$ cat src/sv/rv32m_multiply_divide_defines.svh
// ----------------------------------------------------------------------------
// rv32m_multiply_divide_defines
// Assertion macros shared by the multiply-divide RTL.
// ----------------------------------------------------------------------------
`ifndef RV32M_MULTIPLY_DIVIDE_DEFINES_SVH
`define RV32M_MULTIPLY_DIVIDE_DEFINES_SVH

// Implication checked at every clock edge outside reset.
`define RVM_ASSERT(lbl, prop, msg) \
    lbl: assert property (@(posedge clk) disable iff (!rst_n) prop) else $error(msg);

// Signal carries no X or Z outside reset.
`define RVM_ASSERT_KNOWN(lbl, sig, msg) \
    lbl: assert property (@(posedge clk) disable iff (!rst_n) !$isunknown(sig)) \
        else $error(msg);

`endif

$ cat src/sv/rvm_pkg.sv
// ----------------------------------------------------------------------------
// rvm_pkg
// Operation codes, widths and the stage payload of the multiply-divide unit.
// ----------------------------------------------------------------------------
package rvm_pkg;

    localparam int DATA_BITS = 32;
    localparam int OP_BITS   = 3;
    localparam int TAG_BITS  = 6;

    localparam logic [OP_BITS-1:0] OP_MUL    = 3'd0;
    localparam logic [OP_BITS-1:0] OP_MULH   = 3'd1;
    localparam logic [OP_BITS-1:0] OP_MULHSU = 3'd2;
    localparam logic [OP_BITS-1:0] OP_MULHU  = 3'd3;
    localparam logic [OP_BITS-1:0] OP_DIV    = 3'd4;
    localparam logic [OP_BITS-1:0] OP_DIVU   = 3'd5;
    localparam logic [OP_BITS-1:0] OP_REM    = 3'd6;
    localparam logic [OP_BITS-1:0] OP_REMU   = 3'd7;

    typedef struct packed {
        logic [OP_BITS-1:0]     op;
        logic                   is_div;
        logic                   neg_q;      // negate product or quotient
        logic                   neg_r;
        logic                   force_ones; // divide by zero quotient
        logic [DATA_BITS-1:0]   rem;
        logic [DATA_BITS-1:0]   quo;
        logic [DATA_BITS-1:0]   dvs;
        logic [2*DATA_BITS-1:0] prod;
    } stage_t;

endpackage

$ cat src/sv/rvm_pre.sv
// ----------------------------------------------------------------------------
// rvm_pre
// Decode stage: operand signs, magnitudes and special-case flags.
// ----------------------------------------------------------------------------
module rvm_pre #(
    parameter int TagBits = rvm_pkg::TAG_BITS
) (
    input  logic                            clk,
    input  logic                            rst_n,
    input  logic                            in_valid,
    output logic                            in_ready,
    input  logic [rvm_pkg::OP_BITS-1:0]     in_op,
    input  logic [rvm_pkg::DATA_BITS-1:0]   in_a,
    input  logic [rvm_pkg::DATA_BITS-1:0]   in_b,
    input  logic [TagBits-1:0]              in_tag,
    output logic                            out_valid,
    input  logic                            out_ready,
    output rvm_pkg::stage_t                 out_data,
    output logic [TagBits-1:0]              out_tag
);

    localparam int W = rvm_pkg::DATA_BITS;

    logic            valid_reg;
    logic            valid_next;
    rvm_pkg::stage_t data_reg;
    rvm_pkg::stage_t data_next;
    logic [TagBits-1:0] tag_reg;
    logic            sa;
    logic            sb;
    logic            na;
    logic            nb;
    logic            div_op;

    assign in_ready   = !valid_reg || out_ready;
    assign valid_next = in_ready ? in_valid : valid_reg;

    always_comb
    begin
        div_op = in_op[2];
        sa = (in_op == rvm_pkg::OP_MULH) || (in_op == rvm_pkg::OP_MULHSU) ||
             (in_op == rvm_pkg::OP_DIV) || (in_op == rvm_pkg::OP_REM);
        sb = (in_op == rvm_pkg::OP_MULH) || (in_op == rvm_pkg::OP_DIV) ||
             (in_op == rvm_pkg::OP_REM);
        na = sa && in_a[W-1];
        nb = sb && in_b[W-1];
        data_next.op         = in_op;
        data_next.is_div     = div_op;
        data_next.neg_q      = na ^ nb;
        data_next.neg_r      = na;
        data_next.force_ones = div_op && (in_b == '0);
        data_next.rem        = '0;
        data_next.quo        = na ? (W'(0) - in_a) : in_a;
        data_next.dvs        = nb ? (W'(0) - in_b) : in_b;
        data_next.prod       = '0;
    end

    always_ff @(posedge clk or negedge rst_n)
    begin
        if (!rst_n)
        begin
            valid_reg <= 1'b0;
        end
        else
        begin
            valid_reg <= valid_next;
        end
    end

    always_ff @(posedge clk)
    begin
        if (in_ready && in_valid)
        begin
            data_reg <= data_next;
            tag_reg  <= in_tag;
        end
    end

    assign out_valid = valid_reg;
    assign out_data  = data_reg;
    assign out_tag   = tag_reg;

endmodule

$ cat config.mk
export PLATFORM = sky130hd
export DESIGN_NAME = rvm_pre
export DESIGN_NICKNAME = d
export VERILOG_FILES = /design/src/sv/rv32m_multiply_divide_defines.svh /design/src/sv/rvm_pkg.sv /design/src/sv/rvm_pre.sv
export SDC_FILE = /design/constraint.sdc
export NUM_CORES = 1
export LEC_CHECK = 0
export ABC_AREA = 1
export BUFFER_PORTS_ARGS = -buffer_cell sky130_fd_sc_hd__buf_2
export CORE_MARGIN = 5
export CORE_UTILIZATION = 27
export CTS_CLUSTER_DIAMETER = 40
export DETAILED_ROUTE_END_ITERATION = 12
export REMOVE_ABC_BUFFERS = 1
export SLEW_MARGIN = 15
export SYNTH_ARGS = -nofsm -noshare
export SYNTH_HDL_FRONTEND = slang
export SYNTH_SLANG_ARGS = --single-unit
export TNS_END_PERCENT = 50
$ cat constraint.sdc
create_clock -name clk -period 5.03 [get_ports clk]
set_clock_uncertainty 0.15 [all_clocks]
set_input_delay 0.7545 -clock clk [delete_from_list [all_inputs] [get_ports clk]]
set_output_delay 0.7545 -clock clk [all_outputs]
set_load 0.05 [all_outputs]
### Yosys cells after proc, flatten, opt, wreduce, memory -nomap -nowiden

Cells that the tools add are included.

* flip-flop bits (word level): 78
* latch bits: 0
* memory bits (writable): 0
* bits in read-only memories: 0
* output and inout port bits: 175
* logic and storage cells: 30
* memories kept: 0

* add/subtract/negate cells: 2
* $mul: 0
* div/mod/pow operators: 0
* order comparisons: 0
* equal/unequal tests: 4
* shifts and indexed selects: 0
* multiplexer cells: 2
* bitwise logic cells: 1
* reductions and logical operators: 12

Operators by type and width (count)
* 32-bit 2-to-1 mux: 2
* 1-bit by 32-bit subtractor with 32-bit output (first input constant): 2
* 32-bit zero test: 1
* 3-bit equality test (second input constant): 2
* 1-bit logical OR: 6
* 1-bit logical AND: 4
* 3-bit by 1-bit equality test with 1-bit output (second input constant): 1
* 3-bit by 2-bit equality test with 1-bit output (second input constant): 1
* 1-bit zero test: 1
* 1-bit bitwise XOR: 1

### Logic depth before layout (Yosys ltp)

* depth in word-level cells: 6
* gate-level depth with buffers: 10
* depth with buffers taken out: 10

### Worst setup path before layout

Ideal clock, no wire load.

* kind: input to register
* start point: input port in_valid
* end point: register data_reg, in the netlist out_data[100] (enable)
* arrival time: 4.476 ns
* required time: 4.345 ns
* setup slack: -0.131 ns
* stages on the path: 2
* path buffers: 0
* cells stage by stage: inv_1 -> a21oi_1

* longest elaborated chain between the ends: 1

RTL lines
* from (decl): RTL line rvm_pre.sv:10 `input logic in_valid,`
* 1-bit logical AND: RTL line rvm_pre.sv:72 `if (in_ready && in_valid)`
* to (signal assigned): RTL line rvm_pre.sv:74 `data_reg <= data_next;`
* to (decl): RTL line rvm_pre.sv:26 `rvm_pkg::stage_t data_reg;`

Every way passes these cells.
A chain may end at the register's enable or synchronous reset.

==> key figures <==
Run status
  • Status: finished, final reports clean

Clock tree
  • Clock transition at path regs: 0.06 ns
  • Hold_buf cts: 0
  • Clock latency at the later pin of the worst-skew pair: 0.33 ns
  • Clk buf depth: 2
  • Cts repair resizes: 0
  • Clk sink count: 77
  • Clk root buf: clkbuf_16
  • TritonCTS clock tree: yes
  • H-tree depth: 3
  • Setup Fix Bufs, Post-CTS: 0
  • Number of clock buffers inserted by TritonCTS: 9

Setup path
  • CP Max Fanout: 42
  • CP Data Required Time: 4.97 ns
  • Critical setup path kind: primary input to register
  • Worst setup EP type: register
  • WP data arrival: 2.22 ns
  • Startpoint types: primary input

Power
  • Switching Fraction: 0.360
  • Clk pwr share: 0.343
  • Switch Pwr: 726 uW
  • Cell Int Power: 1290 uW
  • Comb pwr share: 0.272
  • VDD IR max: 148 uV
  • Reg power frac: 0.385
  • P_leak: 0.00325 uW
  • Pwr Density: 315 nW/um^2

STA
  • Min Tclk post-route: 2.28 ns
  • RSZ-0062 raised after global routing: no
  • Fmax: 0.439 GHz
  • Least-Margin Pin Slew: 1.01 ns
  • Tcrit/Tclk final: 0.453
  • Worst hold slack: 0.0332 ns
  • Slew margin rel.: 0.327
  • Final setup viols: 0
  • Final worst slack: 2.75 ns
  • Post-route setup TNS: 0 ns
  • Final Slew Violations: 0
  • Final hold vios: 0

Global routing
  • Remaining global-route overflow: 0
  • Initial antenna violation count: 0
  • Via count of the first global-routing pass: 4294
  • Global-route usage over all layers: 0.130
  • Largest net degree at the start of global routing: 77
  • First-pass GRT wire length: 22700 um

Finish
  • Filler instances: 2157
  • Post-route cell area: 6410 sq um
  • Diode count: 0
  • Share of layout cells above drive strength 1: 0.215
  • Total Nets Final: 943
  • Area grow syn2layout: 18.2%

Logic synthesis
  • Seq/Total Area, Yosys: 0.426
  • Post-synth EDFFs: 76
  • Syn avg cell area: 7.66 sq um
  • Synthesized flop and latch total: 77
  • Distinct cells, synth: 27
  • Top post-synthesis cells by area: edfxtp_1, nand2_1, buf_4, nor2_1, inv_1
  • Post-Syn Area: 5420 sq um
  • Async SR Flop Fraction: 0.0130
  • Synth Flop Type: edfxtp_1
  • Post-Synthesis Cells: 708
  • Ys Warns: 0
  • Area share of the largest cell type after synthesis: 0.421
  • Largest area contributor in the netlist: edfxtp_1

Floorplanning
  • Core ar.: 19600 sq um
  • I/O pin total: 252
  • Die width: 152 um
  • Die height: 152 um
  • Die area: 23000 sq um
  • Row count: 51
  • Initial core utilization: 0.277

Job
  • Max Cap Viol: 0

Placed design
  • Detailed placement HPWL: 12400 um
  • Gpl congestion: 0.859
  • Placed Area: 6100 sq um
  • I/O Buffers: 155
  • Post-Place Worst Slack: 2.38 ns

Worst hold path
  • Hold WC Path Type: primary input to async pin

Routing
  • WL/cell: 13.5 um
  • Vias per Instance: 3.96
  • DRC Markers: 0
  • Final Routed Wirelength: 15300 um
  • Drt pass-1 iters: 5
  • Post-route ant nets: 0
  • Routed vias: 4485
  • Drt initial violations: 204
## power groups by stage
| stage | sequential, uW | combinational, uW | clock [uW] |
|---|---|---|---|
| floorplan | 945 | 270 | 0 |
| global placement | 793 | 547 | 0 |
| detailed placement | 793 | 550 | 0 |
| CTS | 779 | 551 | 715 |
| global route | 781 | 588 | 754 |
| finish | 778 | 549 | 691 |
## synth_stat cells, types with 5 or more instances
cell      instances
nand3b_1         16
o21ai_0          23
xnor2_1           6
nand3_2           9
nand2_1         217
edfxtp_1         76
nor2_1          118
inv_1            87
nand3_1          16
buf_2             5
xor2_1           17
buf_4            98
## cells in the final DEF, fill, tap and decap left out, types with 6 or more instances in the layout
master | netlist | routed
xor2_1 | 17 | 17
nand3_1 | 16 | 16
nand3_2 | 9 | 9
conb_1 | 1 | 96
nand3b_1 | 16 | 16
xnor2_1 | 6 | 6
buf_2 | 5 | 155
clkbuf_16 | 0 | 9
o21ai_0 | 23 | 23
edfxtp_1 | 76 | 76
nand2_1 | 217 | 217
inv_1 | 87 | 87
nor2_1 | 118 | 118
## worst max-delay path, stage by stage
cell	delay, ns
buf_2	0.13
inv_2	0.05
nor2_1	0.16
a21oi_2	0.08
nor2_4	0.66
o21ai_0	0.20
nand2_1	0.11
nand2_1	0.05
## final cells by class
cell class | instances | area, sq um | share of cell area
Clock buffer | 10 | 229 | 0.0357
Multi-Input combinational cell | 531 | 2340 | 0.366
Clock inverter | 6 | 77.6 | 0.0121
Inverter | 89 | 334 | 0.0521
Timing Repair Buffer | 156 | 783 | 0.122
Tap cell | 265 | 332 | 0.0518
Sequential cell | 77 | 2310 | 0.360
## kinds of logic (layout without fill, tap and decap cells)
kind of cell,count (synthesis),in the layout,synth area share
flops,77,77,0.426
fa+ha+maj,2,2,0.00462
buf+inv,195,261,0.210
simple gates,384,384,0.297
xor+xnor,23,23,0.0372
other cells,1,96,0.000692
compound gates,26,26,0.0247
## metal layers
metal | vias up | global-route usage | routed length, um
met3 | 8 | 0.0393 | 1510
met2 | 214 | 0.225 | 7400
met5 | - | 0 | 0
met4 | 0 | 0.0346 | 169
met1 | 1953 | 0.157 | 6210
li1 | 2310 | - | -
## path summary, 6_finish.rpt
kind | cells after the start | slack, ns | from | to
max | 8 | 2.75 | in_op[2] | out_data[86]
min | 1 | 0.03 | rst_n | out_valid
min reg2reg | 2 | 0.43 | out_valid | out_valid
max reg2reg | 2 | 3.11 | out_valid | out_data[92]
max in group asynchronous | 1 | 4.61 | rst_n | out_valid
min in group clk | 2 | 0.43 | out_valid | out_valid
## registers in the layout (all words and copies together) (netlist names)
name       flops
out_valid      1
out_tag        6
out_data      70
## metrics by stage
| stage | power [uW] | cells | utilization |
|---|---|---|---|
| 2_1_floorplan | 1220 | 697 | - |
| 3_3_place_gp | 1340 | 1118 | 0.311 |
| 3_5_place_dp | 1340 | 1118 | 0.311 |
| 4_1_cts | 2050 | 1134 | 0.327 |
| 5_1_grt | 2120 | 1134 | 0.327 |
| 6_report | 2020 | 1134 | 0.327 |
No activity file was read; power rests on OpenSTA's default activity.
