## src/sv/rv32m_multiply_divide_defines.svh

```systemverilog
// ----------------------------------------------------------------------------
// rv32m_multiply_divide_defines
// Assertion macros shared by the multiply-divide RTL.
// ----------------------------------------------------------------------------
`ifndef RV32M_MULTIPLY_DIVIDE_DEFINES_SVH
`define RV32M_MULTIPLY_DIVIDE_DEFINES_SVH

// Implication checked at every clock edge outside reset.
`define RVM_ASSERT(lbl, prop, msg) \
    lbl: assert property (@(posedge clk) disable iff (!rst_n) prop) else $error(msg);

// Signal carries no X or Z outside reset.
`define RVM_ASSERT_KNOWN(lbl, sig, msg) \
    lbl: assert property (@(posedge clk) disable iff (!rst_n) !$isunknown(sig)) \
        else $error(msg);

`endif

```

## src/sv/rvm_pkg.sv

```systemverilog
// ----------------------------------------------------------------------------
// rvm_pkg
// Operation codes, widths and the stage payload of the multiply-divide unit.
// ----------------------------------------------------------------------------
package rvm_pkg;

    localparam int DATA_BITS = 32;
    localparam int OP_BITS   = 3;
    localparam int TAG_BITS  = 6;

    localparam logic [OP_BITS-1:0] OP_MUL    = 3'd0;
    localparam logic [OP_BITS-1:0] OP_MULH   = 3'd1;
    localparam logic [OP_BITS-1:0] OP_MULHSU = 3'd2;
    localparam logic [OP_BITS-1:0] OP_MULHU  = 3'd3;
    localparam logic [OP_BITS-1:0] OP_DIV    = 3'd4;
    localparam logic [OP_BITS-1:0] OP_DIVU   = 3'd5;
    localparam logic [OP_BITS-1:0] OP_REM    = 3'd6;
    localparam logic [OP_BITS-1:0] OP_REMU   = 3'd7;

    typedef struct packed {
        logic [OP_BITS-1:0]     op;
        logic                   is_div;
        logic                   neg_q;      // negate product or quotient
        logic                   neg_r;
        logic                   force_ones; // divide by zero quotient
        logic [DATA_BITS-1:0]   rem;
        logic [DATA_BITS-1:0]   quo;
        logic [DATA_BITS-1:0]   dvs;
        logic [2*DATA_BITS-1:0] prod;
    } stage_t;

endpackage

```

## src/sv/rvm_stage.sv

```systemverilog
// ----------------------------------------------------------------------------
// rvm_stage
// One pipeline stage: a restoring divide step, plus a multiply step in the
// first three stages (partial products, sum, sign fix).
// ----------------------------------------------------------------------------
module rvm_stage #(
    parameter int Idx     = 1,
    parameter int TagBits = rvm_pkg::TAG_BITS
) (
    input  logic                clk,
    input  logic                rst_n,
    input  logic                in_valid,
    output logic                in_ready,
    input  rvm_pkg::stage_t     in_data,
    input  logic [TagBits-1:0]  in_tag,
    output logic                out_valid,
    input  logic                out_ready,
    output rvm_pkg::stage_t     out_data,
    output logic [TagBits-1:0]  out_tag
);

    localparam int W = rvm_pkg::DATA_BITS;
    localparam int H = W / 2;

    logic            valid_reg;
    logic            valid_next;
    rvm_pkg::stage_t data_reg;
    rvm_pkg::stage_t data_next;
    logic [TagBits-1:0] tag_reg;
    logic [W:0]      trial;
    logic [W:0]      diff;
    logic [W-1:0]    pp_ll;
    logic [W-1:0]    pp_lh;
    logic [W-1:0]    pp_hl;
    logic [W-1:0]    pp_hh;

    assign in_ready   = !valid_reg || out_ready;
    assign valid_next = in_ready ? in_valid : valid_reg;

    always_comb
    begin
        data_next = in_data;
        trial = {in_data.rem, in_data.quo[W-1]};
        diff  = trial - {1'b0, in_data.dvs};
        pp_ll = in_data.quo[H-1:0] * in_data.dvs[H-1:0];
        pp_lh = in_data.quo[H-1:0] * in_data.dvs[W-1:H];
        pp_hl = in_data.quo[W-1:H] * in_data.dvs[H-1:0];
        pp_hh = in_data.quo[W-1:H] * in_data.dvs[W-1:H];
        if (in_data.is_div)
        begin
            if (!diff[W])
            begin
                data_next.rem = diff[W-1:0];
                data_next.quo = {in_data.quo[W-2:0], 1'b1};
            end
            else
            begin
                data_next.rem = trial[W-1:0];
                data_next.quo = {in_data.quo[W-2:0], 1'b0};
            end
        end
        else if (Idx == 1)
        begin
            data_next.prod = {pp_hh, pp_ll};
            data_next.rem  = pp_lh;
            data_next.quo  = pp_hl;
        end
        else if (Idx == 2)
        begin
            data_next.prod = in_data.prod
                           + {{H{1'b0}}, in_data.rem, {H{1'b0}}}
                           + {{H{1'b0}}, in_data.quo, {H{1'b0}}};
        end
        else if (Idx == 3)
        begin
            data_next.prod = in_data.neg_q ? ((2*W)'(0) - in_data.prod) : in_data.prod;
        end
    end

    always_ff @(posedge clk or negedge rst_n)
    begin
        if (!rst_n)
        begin
            valid_reg <= 1'b0;
        end
        else
        begin
            valid_reg <= valid_next;
        end
    end

    always_ff @(posedge clk)
    begin
        if (in_ready && in_valid)
        begin
            data_reg <= data_next;
            tag_reg  <= in_tag;
        end
    end

    assign out_valid = valid_reg;
    assign out_data  = data_reg;
    assign out_tag   = tag_reg;

endmodule

```

## config.mk

```make
export PLATFORM = sky130hd
export DESIGN_NAME = rvm_stage
export DESIGN_NICKNAME = d
export VERILOG_FILES = /design/src/sv/rv32m_multiply_divide_defines.svh /design/src/sv/rvm_pkg.sv /design/src/sv/rvm_stage.sv
export SDC_FILE = /design/constraint.sdc
export NUM_CORES = 2
export LEC_CHECK = 0
export BUFFER_PORTS_ARGS = -buffer_cell sky130_fd_sc_hd__buf_4
export CORE_UTILIZATION = 45
export DETAILED_ROUTE_END_ITERATION = 8
export GPL_ROUTABILITY_DRIVEN = 1
export PLACE_DENSITY_LB_ADDON = 0.15
export SYNTH_ARGS = -nofsm -noshare
export SYNTH_HDL_FRONTEND = slang
export SYNTH_SLANG_ARGS = --single-unit
```

## constraint.sdc

```tcl
create_clock -name clk -period 8.4 [get_ports clk]
set_clock_uncertainty 0.05 [all_clocks]
set_input_delay 1.68 -clock clk [delete_from_list [all_inputs] [get_ports clk]]
set_output_delay 1.68 -clock clk [all_outputs]
set_load 0.02 [all_outputs]
```

* Yosys cells after proc, flatten, opt, wreduce, memory -nomap -nowiden *
Index checks and enable logic that the tools add are counted.

storage, ports and cells
  register bits = 174
  output and inout bits = 175
  bits of input ports = 177
  word-level logic and storage cells = 22

operators by class
  multipliers = 4
  $add $sub $neg = 1
  multiplexer cells = 3
  reduce and logical (&&, ||, !) cells = 3

operator list
  kind                          count
  2-to-1 mux 64 bit             3
  multiplier 16 x 16 -> 32 bit  4
  subtractor 33 x 32 -> 33 bit  1
  logical AND 1 bit             1
  logical NOT 1 bit             1
  logical OR 1 bit              1

* Logic depth before layout (Yosys ltp) *
  depth after elaboration = 3
  mapped depth = 25
  depth with buffers taken out = 24

* Least setup slack after synthesis *
No wires, ideal clock.

  path kind = input to register
  start point = in in_data[127] (netlist bit)
  end point = reg data_reg (netlist bit out_data[125]) (data pin)
  path buffers = 2
  required time = 8170 ps
  path slack = 572 ps
  stages = 22
  data arrival time = 7598 ps
  cell sequence = clkbuf_1 clkbuf_1 nand2_1 fa_1 fa_1 inv_1 fa_1 fa_1 fa_1 inv_1 fa_1 inv_1 ha_1 a211o_1 a211o_1 o31ai_1 a21oi_1 o211ai_1 nand2_1 a21o_1 a2111o_1 o311ai_1

RTL lines
  element                 line             source
  start: declaration      rvm_stage.sv:14  input rvm_pkg::stage_t in_data,
  end signal: assignment  rvm_stage.sv:96  data_reg <= data_next;
  end: declaration        rvm_stage.sv:27  rvm_pkg::stage_t data_reg;

==> impl_metrics.ini <==
[power]
power_frac_seq_pct = 7.9
clockPowerShare_pct = 4.2
power_switching_mw = 10.98
p_sw_share_pct = 52.94
power_density_mw_per_mm2 = 442.4
power.leakage_nw = 23.80
max-vdd-ir-drop_v = 0.0004466
comb_power_share_pct = 87.9
internal-power_mw = 9.758

[global_route]
globalRouteMet3Util_pct = 4.501
grt_pass1_wl_um = 189100
first_global_vias = 33690
grt_use_met1_pct = 34.44
grt_overflow = 0
grt_usage_pct = 26.08
grt_util_met2_pct = 43.91
grt.busiest_layer = met2
grt_max_degree = 85
antenna_found_initial = 7

[drt]
drtPass1Iterations = 6
wl_um = 118400
viasPerCell = 5.167
drtAntennaViolNets = 0
drt_iter0_drc = 1795
wire_per_inst_um = 19.28
num_vias = 31720
drc = 0

[clock_tree]
clockBufferDepth = 2
clk_latency_ps = 530
cts_hold_buf = 0
numCtsBuffers = 17
cts_resized = 0
cts_root_buffer = clkbuf_16
cts_tree = done
numClockSinks = 174
clk_pin_slew_ps = 70
h-tree-depth = 4
post-cts-setup-buffers = 0

[timing]
period_share_pct = 92.01
period_needed_ps = 7728
setup_violations = 0
tightest_slew_ps = 890.5
max_freq_mhz = 129.4
timing.setup.tns_ps = 0
hold_violations = 0
slew_viol_final = 0
relSlewSlack_pct = 40.54
rsz0062_at_grt = no

[synth]
syn_avg_cell_area_um2 = 9.088
synthAdderAreaFrac_pct = 50.23
synth-edff-count = 173
yosysSeqAreaShare_pct = 12.38
synth.ff_latch_count = 174
yosys_warnings = 0
synth_mux_area_share_pct = 0.8133
synth_cell_types = 75
yosys.area_share.xor_xnor_pct = 2.678
synthFlopType = edfxtp_1
synthCells = 4638
syn_nets = 6041
synth-async-reset-ratio_pct = 0.5747
synth_top_family_by_area = adder cells
synth_compound_area_share_pct = 7.323
syn_area_mm2 = 0.04215
synthSimpleGateAreaFrac_pct = 16.10

[cells_and_area]
nNetsFinal = 6283
ff_latch_area_mm2 = 0.005220
layout_commonest_cell = inv_1
areaGrowthSynthToFinish_pct = 11.20
fin_area_mm2 = 0.04687
fillers = 8962
final_cell_mix = 938 x inv_1, 777 x fa_1, 726 x nand2_1, 454 x buf_4, 450 x and2_1
multi_input_area_mm2 = 0.03253
drive_gt1_share_pct = 10.73

[floorplanning]
start_util_pct = 45.71
core_area_mm2 = 0.09222
die_y_um = 308.1
floorplan.die_area_mm2 = 0.09489
dieWidth_um = 308.1
fp-row-count = 111
io_pins = 352

[worst_setup_path]
start_kind = primary input
crit_arrival_ps = 7930
slowest_stage = fa_1
reg2reg_depth = 4
critical_path_required_ps = 8600
critPathBufInv = 9
critPathCaptureType = flop
cp.depth = 26
worstPathMaxFanout = 23
path_delay_family = adder cells
max_stage_delay_ps = 550
critical_path_class = primary input to flop

[flow_run]
max_cap_violations = 0

[placed_design]
postPlaceCellArea_mm2 = 0.04628
io_buffer_count = 351
gp_congestion = 0.8814
hpwl_um = 93340

[min_path]
hold_path_class = flop to flop
holdPathStages = 2

[outcome]
status = completed
metrics by stage:
| step | power (mW) | std cells | util [%] | setup WS (ps) | hold slack, ps |
|---|---|---|---|---|---|
| 2_1_floorplan | 14.83 | 4638 | - | 572.2 | 732.6 |
| 3_3_place_gp | 19.74 | 6104 | 50.18 | 197.9 | 479.4 |
| 3_5_place_dp | 19.79 | 6104 | 50.18 | 198.4 | 510.6 |
| 4_1_cts | 20.88 | 6136 | 50.82 | 752.8 | 527.6 |
| 5_1_grt | 23.32 | 6136 | 50.82 | 298.3 | 542.4 |
| 6_report | 20.74 | 6139 | 50.83 | 671.5 | 521.8 |
power by group through the flow:
| stage | sequential [mW] | combinational (mW) | clock (mW) |
|---|---|---|---|
| floorplan | 1.98 | 12.8 | 0 |
| global placement | 1.66 | 18.1 | 0 |
| detailed placement | 1.66 | 18.1 | 0 |
| CTS | 1.64 | 18.3 | 0.917 |
| global route | 1.66 | 20.7 | 0.933 |
| finish | 1.64 | 18.2 | 0.879 |
layout make-up:
class                           instances  share of cell area, %
Tap cell                             1243                  3.318
Inverter                              940                  7.528
Timing Repair Buffer                  456                  7.344
Clock inverter                         13                 0.3257
Antenna cell                            3                0.01602
Multi-Input combinational cell       3291                  69.41
Sequential cell                       174                  11.14
Clock buffer                           19                 0.9236
tightest hold or removal path: cells and delay by family (launching register included):
kind             cells  cell delay (ps)
DFF                  1              360
and+or+nand+nor      2              180
state kept, by name (all words and copies together) (netlist names):
name	cells
out_valid	1
out_tag	6
out_data	167
worst paths after layout:
check,from,end,slack [ps]
worst max-delay path,in_data[87],out_data[159],670
worst min-delay path,out_valid,out_valid,520
worst max register to register,out_valid,out_data[159],5750
worst min register to register,out_valid,out_valid,520
max in group asynchronous,rst_n,out_valid,7360
min in group asynchronous,rst_n,out_valid,860
cell families (layout without fill, tap and decap cells):
logic type,count (synthesis),in the layout
other,0,3
XOR/XNOR,128,128
adder cells (fa/ha/maj),1226,1226
AND/OR/NAND/NOR,1425,1425
multiplexers,32,32
flip-flops,174,174
AO/OA/AOI/OAI,480,480
buffers and inverters,1173,1428
cell usage after synthesis, types with 4 or more instances:
master    count  share of area [%]
nor2b_1      14               0.21
o21a_1       14               0.25
fa_1        777                 37
a21o_1       76                1.4
clkbuf_1    223                2.0
edfxtp_1    173                 12
buf_2         4              0.047
mux2i_1      14               0.33
or3_1         8               0.12
inv_1       938                8.4
nor3_1       22               0.26
buf_1         5              0.045
o211ai_1     12               0.21
a21oi_1     103                1.2
o21ai_1      13               0.15
a211oi_1     20               0.36
nand2b_1     20               0.30
nand3_1      34               0.40
nand2_1     726                6.5
nand4_1      10               0.15
and3_1        7               0.10
xor2_1       46               0.96
o22ai_1       5              0.074
a31oi_1      17               0.25
o21bai_1     10               0.18
nand3b_1      5              0.089
xnor2_1      81                1.7
o221ai_1      9               0.19
and2_1      451                6.7
o21ai_0     135                1.6
nor2_1      111               0.99
and4_1        6               0.12
a211o_1       9               0.19
ha_1        449                 13
mux2_2       18               0.48
o31ai_1       8               0.14
routing by layer:
metal | vias up | routed length (µm) | part of all wire, %
met5 | - | 10 | 0.0084
met4 | 2 | 2808 | 2.4
met3 | 136 | 7319 | 6.2
met2 | 883 | 57330 | 48
met1 | 15990 | 50910 | 43
li1 | 14710 | - | -
No activity file was read; power rests on OpenSTA's default activity.
