File: src/sv/rv32m_multiply_divide_defines.svh
// ----------------------------------------------------------------------------
// rv32m_multiply_divide_defines
// Assertion macros shared by the multiply-divide RTL.
// ----------------------------------------------------------------------------
`ifndef RV32M_MULTIPLY_DIVIDE_DEFINES_SVH
`define RV32M_MULTIPLY_DIVIDE_DEFINES_SVH

// Implication checked at every clock edge outside reset.
`define RVM_ASSERT(lbl, prop, msg) \
    lbl: assert property (@(posedge clk) disable iff (!rst_n) prop) else $error(msg);

// Signal carries no X or Z outside reset.
`define RVM_ASSERT_KNOWN(lbl, sig, msg) \
    lbl: assert property (@(posedge clk) disable iff (!rst_n) !$isunknown(sig)) \
        else $error(msg);

`endif

File: src/sv/rvm_pkg.sv
// ----------------------------------------------------------------------------
// rvm_pkg
// Operation codes, widths and the stage payload of the multiply-divide unit.
// ----------------------------------------------------------------------------
package rvm_pkg;

    localparam int DATA_BITS = 32;
    localparam int OP_BITS   = 3;
    localparam int TAG_BITS  = 6;

    localparam logic [OP_BITS-1:0] OP_MUL    = 3'd0;
    localparam logic [OP_BITS-1:0] OP_MULH   = 3'd1;
    localparam logic [OP_BITS-1:0] OP_MULHSU = 3'd2;
    localparam logic [OP_BITS-1:0] OP_MULHU  = 3'd3;
    localparam logic [OP_BITS-1:0] OP_DIV    = 3'd4;
    localparam logic [OP_BITS-1:0] OP_DIVU   = 3'd5;
    localparam logic [OP_BITS-1:0] OP_REM    = 3'd6;
    localparam logic [OP_BITS-1:0] OP_REMU   = 3'd7;

    typedef struct packed {
        logic [OP_BITS-1:0]     op;
        logic                   is_div;
        logic                   neg_q;      // negate product or quotient
        logic                   neg_r;
        logic                   force_ones; // divide by zero quotient
        logic [DATA_BITS-1:0]   rem;
        logic [DATA_BITS-1:0]   quo;
        logic [DATA_BITS-1:0]   dvs;
        logic [2*DATA_BITS-1:0] prod;
    } stage_t;

endpackage

File: src/sv/rvm_post.sv
// ----------------------------------------------------------------------------
// rvm_post
// Output stage: result select, quotient and remainder sign fix.
// ----------------------------------------------------------------------------
module rvm_post #(
    parameter int TagBits = rvm_pkg::TAG_BITS
) (
    input  logic                            clk,
    input  logic                            rst_n,
    input  logic                            in_valid,
    output logic                            in_ready,
    input  rvm_pkg::stage_t                 in_data,
    input  logic [TagBits-1:0]              in_tag,
    output logic                            out_valid,
    input  logic                            out_ready,
    output logic [rvm_pkg::DATA_BITS-1:0]   out_result,
    output logic [TagBits-1:0]              out_tag
);

    localparam int W = rvm_pkg::DATA_BITS;

    logic               valid_reg;
    logic               valid_next;
    logic [W-1:0]       result_reg;
    logic [W-1:0]       result_next;
    logic [TagBits-1:0] tag_reg;

    assign in_ready   = !valid_reg || out_ready;
    assign valid_next = in_ready ? in_valid : valid_reg;

    always_comb
    begin
        unique case (in_data.op)
            rvm_pkg::OP_MUL:
                result_next = in_data.prod[W-1:0];
            rvm_pkg::OP_MULH, rvm_pkg::OP_MULHSU, rvm_pkg::OP_MULHU:
                result_next = in_data.prod[2*W-1:W];
            rvm_pkg::OP_DIV, rvm_pkg::OP_DIVU:
                result_next = in_data.force_ones ? {W{1'b1}} :
                              (in_data.neg_q ? (W'(0) - in_data.quo) : in_data.quo);
            default:
                result_next = in_data.neg_r ? (W'(0) - in_data.rem) : in_data.rem;
        endcase
    end

    always_ff @(posedge clk or negedge rst_n)
    begin
        if (!rst_n)
        begin
            valid_reg <= 1'b0;
        end
        else
        begin
            valid_reg <= valid_next;
        end
    end

    always_ff @(posedge clk)
    begin
        if (in_ready && in_valid)
        begin
            result_reg <= result_next;
            tag_reg    <= in_tag;
        end
    end

    assign out_valid  = valid_reg;
    assign out_result = result_reg;
    assign out_tag    = tag_reg;

endmodule

File: config.mk
export PLATFORM = sky130hd
export DESIGN_NAME = rvm_post
export DESIGN_NICKNAME = d
export VERILOG_FILES = /design/src/sv/rv32m_multiply_divide_defines.svh /design/src/sv/rvm_pkg.sv /design/src/sv/rvm_post.sv
export SDC_FILE = /design/constraint.sdc
export NUM_CORES = 1
export LEC_CHECK = 0
export CAP_MARGIN = 20
export CORE_MARGIN = 1.5
export CORE_UTILIZATION = 24
export CTS_CLUSTER_DIAMETER = 80
export DETAILED_ROUTE_END_ITERATION = 8
export DONT_BUFFER_PORTS = 1
export PLACE_DENSITY = 0.47
export SLEW_MARGIN = 20
export SYNTH_ARGS = -nofsm -noshare
export SYNTH_HDL_FRONTEND = slang
export SYNTH_SLANG_ARGS = --single-unit
File: constraint.sdc
create_clock -name clk -period 3.3 [get_ports clk]
set_input_delay 0.33 -clock clk [delete_from_list [all_inputs] [get_ports clk]]
set_output_delay 0.33 -clock clk [all_outputs]
set_load 0.05 [all_outputs]
# Word level (Yosys, flattened, before mapping)
# Index checks and enable logic that the tools add are counted.
[totals]
register_bits = 39
input_bits = 177
out_inout_bits = 40
word_cells = 20
[classes]
add_sub_neg = 2
n_eq_ne = 5
muxes = 4
reduce_logical = 6
[op_table]
columns = ["cell", "count"]
rows = [
  ["32-bit two-way mux", 3],
  ["32-bit case mux with 3 select lines", 1],
  ["1-bit by 32-bit subtractor with 32-bit output (first input constant)", 2],
  ["3-bit by 2-bit == test with 1-bit output (second input constant)", 2],
  ["3-bit == test (second input constant)", 2],
  ["3-bit by 1-bit == test with 1-bit output (second input constant)", 1],
  ["3-bit zero test", 1],
  ["3-bit OR reduction", 1],
  ["2-bit OR reduction", 1],
  ["1-bit logical AND", 1],
  ["1-bit zero test", 1],
  ["1-bit logical OR", 1],
]

# Depth between registers and ports, before layout
[depth]
word_depth = 4
ltp_mapped = 9
depth_no_buf = 8

# Worst setup path before layout
# OpenSTA, ideal clock, no wires.
[synth_timing]
path_kind = "input -> register"
from = "input port in_data[106] (netlist name)"
to = "register result_reg[23], in the netlist out_result[23] (data pin)"
setup_ns = 0.270
arrival_ns = 2.744
required_ns = 3.030
path_slack_ns = 0.286
cell_stages = 9
path_buffers = 3
path_cell_list = "or4_4 buf_6 or4b_4 buf_6 or4_4 buf_6 mux2_4 o31ai_1 a21oi_1"
[synth_via]
elab_chain_len = 4
[synth_lines]
columns = ["element", "line_no", "source"]
rows = [
  ["start: declaration", "rvm_post.sv:12", "input rvm_pkg::stage_t in_data,"],
  ["1-bit by 32-bit subtractor with 32-bit output", "rvm_post.sv:40", "(in_data.neg_q ? (W'(0) - in_data.quo) : in_data.quo);"],
  ["32-bit two-way mux", "rvm_post.sv:40", ""],
  ["32-bit two-way mux", "rvm_post.sv:39", "result_next = in_data.force_ones ? {W{1'b1}} :"],
  ["32-bit case mux with 3 select lines", "rvm_post.sv:33", "unique case (in_data.op)"],
  ["net result_next[23]", "rvm_post.sv:25", "logic [W-1:0] result_next;"],
  ["end signal: assignment", "rvm_post.sv:62", "result_reg <= result_next;"],
  ["end: declaration", "rvm_post.sv:24", "logic [W-1:0] result_reg;"],
]
# The timed path passes the listed nets, and every way through them passes these cells.
# A chain may end at the register's enable or synchronous reset.

# Final worst setup path
[layout_timing]
from = "input port in_data[110] (netlist name)"
to = "register result_reg[25], in the netlist out_result[25] (data pin)"
# Same word-level chain as after synthesis.

==> flow_summary.html <==
<table>
<tr><th>Metric</th><th>Value</th></tr>
<tr><th colspan="2">Outcome</th></tr>
<tr><td>Outcome</td><td>finished, final reports clean</td></tr>
<tr><th colspan="2">Route</th></tr>
<tr><td>Total length of routed wires</td><td>around 14,000 um</td></tr>
<tr><td>Total number of vias</td><td>3,496</td></tr>
<tr><td>Drt via density</td><td>between 5 and 6</td></tr>
<tr><td>1st-iter DRT viols</td><td>about 230</td></tr>
<tr><td>Router iterations before antenna repair</td><td>5</td></tr>
<tr><td>Average wire length per cell after detail routing</td><td>22.5 um</td></tr>
<tr><td>Residual DRC count</td><td>0</td></tr>
<tr><td>Number of antenna-violating nets in the routed design</td><td>0</td></tr>
<tr><th colspan="2">Final layout</th></tr>
<tr><td>Area of combinational cells with multiple inputs</td><td>approximately 2400 um2</td></tr>
<tr><td>Number of non-filler instances in the completed layout</td><td>around 630</td></tr>
<tr><td>Most frequent cells in the layout</td><td>sky130_fd_sc_hd__edfxtp_1, sky130_fd_sc_hd__o21ai_0, sky130_fd_sc_hd__a21oi_1</td></tr>
<tr><td>Filler Cells Inserted</td><td>~1,600</td></tr>
<tr><td>Synthesis-to-layout area growth</td><td>10.2%</td></tr>
<tr><td>Ratio of cells with drive above 1 in the final layout</td><td>under 10%</td></tr>
<tr><td>Final non-filler cell area</td><td>roughly 4100 um2</td></tr>
<tr><td>Nets</td><td>601</td></tr>
<tr><td>Storage element area</td><td>1170 um2</td></tr>
<tr><td>Diodes inserted</td><td>0</td></tr>
<tr><td>Final Core Density</td><td>27.1%</td></tr>
<tr><td>Most frequent standard cell in the layout excluding fill and tap cells</td><td>sky130_fd_sc_hd__edfxtp_1</td></tr>
<tr><th colspan="2">Timing</th></tr>
<tr><td>Setup Total Neg Slack</td><td>0 ns</td></tr>
<tr><td>Setup repair after global routing missed its margin</td><td>no</td></tr>
<tr><td>Worst Hold Slack</td><td>about 0.13 ns</td></tr>
<tr><td>Number of max-slew violations in the final report</td><td>0</td></tr>
<tr><td>Timing-limited maximum frequency</td><td>around 0.36 GHz</td></tr>
<tr><td>Number of endpoints failing setup at the final stage</td><td>0</td></tr>
<tr><td>Min Clock Period, post-route</td><td>around 2.8 ns</td></tr>
<tr><td>Actual slew at the worst max-slew pin</td><td>0.690 ns</td></tr>
<tr><td>Final Hold Fails</td><td>0</td></tr>
<tr><td>Worst max-slew margin expressed relative to the limit</td><td>between 50% and 60%</td></tr>
<tr><td>Period utilisation layout</td><td>between 80% and 90%</td></tr>
<tr><td>Worst clock skew</td><td>0.0102 ns</td></tr>
<tr><th colspan="2">Critical path</th></tr>
<tr><td>Cells traversed along the worst timing path</td><td>or4_1, or4b_4, or4_4, o311ai_0, buf_4, a21oi_1</td></tr>
<tr><td>Longest individual stage delay on the worst path</td><td>0.60 ns</td></tr>
<tr><td>Critical path data arrival time</td><td>about 2.8 ns</td></tr>
<tr><td>Worst Reg-to-Reg Cells</td><td>3</td></tr>
<tr><td>Kind of start point of the critical path</td><td>input port</td></tr>
<tr><td>Max FO, Critical Path</td><td>8</td></tr>
<tr><td>Type of the worst setup path</td><td>input port to flop</td></tr>
<tr><td>Path length in cells of the critical path</td><td>6</td></tr>
<tr><td>Critical Path Slowest Stage Cell</td><td>sky130_fd_sc_hd__or4b_4</td></tr>
<tr><td>Crit path buffers/inverters</td><td>1</td></tr>
<tr><td>Worst endpoint required time</td><td>around 3.3 ns</td></tr>
<tr><td>Element type at the critical path end</td><td>flop</td></tr>
<tr><td>Top delay family on crit path</td><td>simple AND/OR/NAND/NOR gates</td></tr>
<tr><th colspan="2">Floorplan</th></tr>
<tr><td>IO Count</td><td>217</td></tr>
<tr><td>Y dimension of the die</td><td>~130 um</td></tr>
<tr><td>Core Rows</td><td>45</td></tr>
<tr><td>Placeable Area</td><td>around 15,000 um2</td></tr>
<tr><td>Overall die width</td><td>128 um</td></tr>
<tr><td>Initial standard-cell utilization of the core</td><td>24.6%</td></tr>
<tr><td>Die outline area</td><td>16,400 um2</td></tr>
<tr><th colspan="2">CTS</th></tr>
<tr><td>TritonCTS clock tree</td><td>built</td></tr>
<tr><td>Clock buffers created by TritonCTS</td><td>5</td></tr>
<tr><td>Worst-path clk slew</td><td>0.07 ns</td></tr>
<tr><td>Maximum level of the CTS H-tree</td><td>2</td></tr>
<tr><td>Cell chosen for the clock root</td><td>sky130_fd_sc_hd__clkbuf_16</td></tr>
<tr><td>Clock Tree Buf Depth</td><td>2</td></tr>
<tr><td>Clock latency of the later-clocked register in the worst-skew pair</td><td>roughly 0.29 ns</td></tr>
<tr><td>Number of clock sinks</td><td>39</td></tr>
<tr><th colspan="2">Logic synthesis</th></tr>
<tr><td>Cell types with the largest area share after synthesis</td><td>sky130_fd_sc_hd__edfxtp_1, sky130_fd_sc_hd__xor2_1, sky130_fd_sc_hd__mux2i_1</td></tr>
<tr><td>Part of the Yosys area used for sequential elements</td><td>31.0%</td></tr>
<tr><td>Syn Area/Cell</td><td>8.62 um2</td></tr>
<tr><td>Ys flop type</td><td>sky130_fd_sc_hd__edfxtp_1</td></tr>
<tr><td>Number of flops mapped to enable cells by yosys</td><td>38</td></tr>
<tr><td>Yosys reg bits</td><td>39</td></tr>
<tr><td>Synth unique cells</td><td>56</td></tr>
<tr><td>Top cell type's share of synthesized area</td><td>slightly above 30%</td></tr>
<tr><td>Cells after synthesis</td><td>around 440</td></tr>
<tr><td>Synth async-reset ratio</td><td>under 10%</td></tr>
<tr><td>Mapped Nets</td><td>about 600</td></tr>
<tr><td>Post-synthesis instance area</td><td>roughly 3800 um2</td></tr>
<tr><td>Cell accounting for the most synthesized area</td><td>sky130_fd_sc_hd__edfxtp_1</td></tr>
<tr><td>Ys Warns</td><td>0</td></tr>
<tr><th colspan="2">Placed design</th></tr>
<tr><td>DP Cell Count</td><td>roughly 630</td></tr>
<tr><td>Placed Instance Area</td><td>around 4000 um2</td></tr>
<tr><td>Placed wire-length estimate</td><td>~11,000 um</td></tr>
<tr><td>Input/output buffers</td><td>0</td></tr>
<tr><td>Routability cong.</td><td>0.863</td></tr>
<tr><th colspan="2">GRT</th></tr>
<tr><td>Global Route Usage Sum</td><td>17.1%</td></tr>
<tr><td>Maximum number of pins on one net before global-route repair</td><td>50</td></tr>
<tr><td>Global route overflow</td><td>0</td></tr>
<tr><td>Vias in the first global route</td><td>between 3,000 and 4,000</td></tr>
<tr><td>Wire length of the first global-routing pass</td><td>20,900 um</td></tr>
<tr><td>Number of antenna violations at the first check in global routing</td><td>0</td></tr>
<tr><th colspan="2">Worst hold path</th></tr>
<tr><td>Type of the worst min-delay path</td><td>input port to flop</td></tr>
<tr><td>Count of cells along the worst hold path</td><td>0</td></tr>
<tr><th colspan="2">Power</th></tr>
<tr><td>Leakage power summed over all cells</td><td>approximately 1.3 nW</td></tr>
<tr><td>Peak supply drop</td><td>~0.19 mV</td></tr>
<tr><td>P per Cell Area</td><td>between 300 and 400 nW/um2</td></tr>
<tr><th colspan="2">Flow run</th></tr>
<tr><td>Total of max-cap violations</td><td>0</td></tr>
</table>
repair_timing:
| action | 4_1_cts | 5_1_grt |
|---|---|---|
| endpoints found under the hold margin | 1 | 0 |
| setup buffers | 0 | 0 |
| hold buffers | 1 | 0 |
| gates resized for setup | 0 | 0 |
layer usage:
layer  global-route usage, %  share of wire [%]
met4                    5.35                2.1
met5                       0                  0
met1                    21.4                 42
met3                    8.22                 13
met2                    25.8                 43
through the flow:
stage	setup WS, ns	total power, mW
3_3_place_gp	0.164	1.03
4_1_cts	0.474	1.59
5_1_grt	0.357	1.64
3_5_place_dp	0.172	1.03
6_report	0.502	1.58
2_1_floorplan	0.286	0.977
logic make-up after synthesis:
group | share of synthesized area (%)
AND/OR/NAND/NOR | 18.3
buffers and inverters | 4.83
adder cells (fa/ha/maj) | 0.666
AO/OA/AOI/OAI | 27.1
flip-flops | 31.0
multiplexers | 7.59
XOR/XNOR | 10.5
power breakdown:
group	total [mW]	switching, mW	internal [mW]
Clock	0.551	0.198	0.353
Sequential	0.731	0.134	0.597
Combinational	0.295	0.160	0.134
synthesized netlist by cell type, types with 3 or more instances:
library cell,n
sky130_fd_sc_hd__o22a_1,3
sky130_fd_sc_hd__o41ai_1,8
sky130_fd_sc_hd__buf_1,3
sky130_fd_sc_hd__a21oi_1,31
sky130_fd_sc_hd__nand2_1,28
sky130_fd_sc_hd__nor2_1,31
sky130_fd_sc_hd__xor2_1,25
sky130_fd_sc_hd__nand3_1,5
sky130_fd_sc_hd__nor3_1,18
sky130_fd_sc_hd__edfxtp_1,38
sky130_fd_sc_hd__buf_6,3
sky130_fd_sc_hd__a211oi_1,4
sky130_fd_sc_hd__nor4_1,4
sky130_fd_sc_hd__o31ai_1,17
sky130_fd_sc_hd__a221o_1,4
sky130_fd_sc_hd__o22ai_1,9
sky130_fd_sc_hd__clkbuf_1,26
sky130_fd_sc_hd__o32ai_1,5
sky130_fd_sc_hd__o21a_1,4
sky130_fd_sc_hd__mux2i_1,18
sky130_fd_sc_hd__o311ai_0,6
sky130_fd_sc_hd__a221oi_1,5
sky130_fd_sc_hd__mux2_2,8
sky130_fd_sc_hd__or2_2,6
sky130_fd_sc_hd__o221ai_1,4
sky130_fd_sc_hd__or4_1,8
sky130_fd_sc_hd__inv_1,8
sky130_fd_sc_hd__a22oi_1,3
sky130_fd_sc_hd__xnor2_1,20
sky130_fd_sc_hd__nand2b_1,7
sky130_fd_sc_hd__or3_1,12
sky130_fd_sc_hd__o21ai_0,34
worst paths after layout:
path / start / slack [ns] / end
min: in_tag[1] / 0.13 / out_tag[1]
min reg2reg: out_valid / 1.22 / out_valid
min in group asynchronous: rst_n / 0.25 / out_valid
max: in_data[110] / 0.50 / out_result[25]
max in group asynchronous: rst_n / 2.95 / out_valid
max reg2reg: out_valid / 1.17 / out_result[1]
flip-flops by register name, summed over array words and instances, names as in the netlist:
| signal | count |
|---|---|
| out_tag | 6 |
| out_result | 32 |
| out_valid | 1 |
final cells by class:
type	instances	area share, %
repair buffers	12	2.24
clock buffers	5	3.02
inverters	9	0.816
multi-input cells	355	58.4
flip-flops and latches	39	28.2
well taps	211	6.38
clock inverters	3	0.937
No activity file was read; power rests on OpenSTA's default activity.
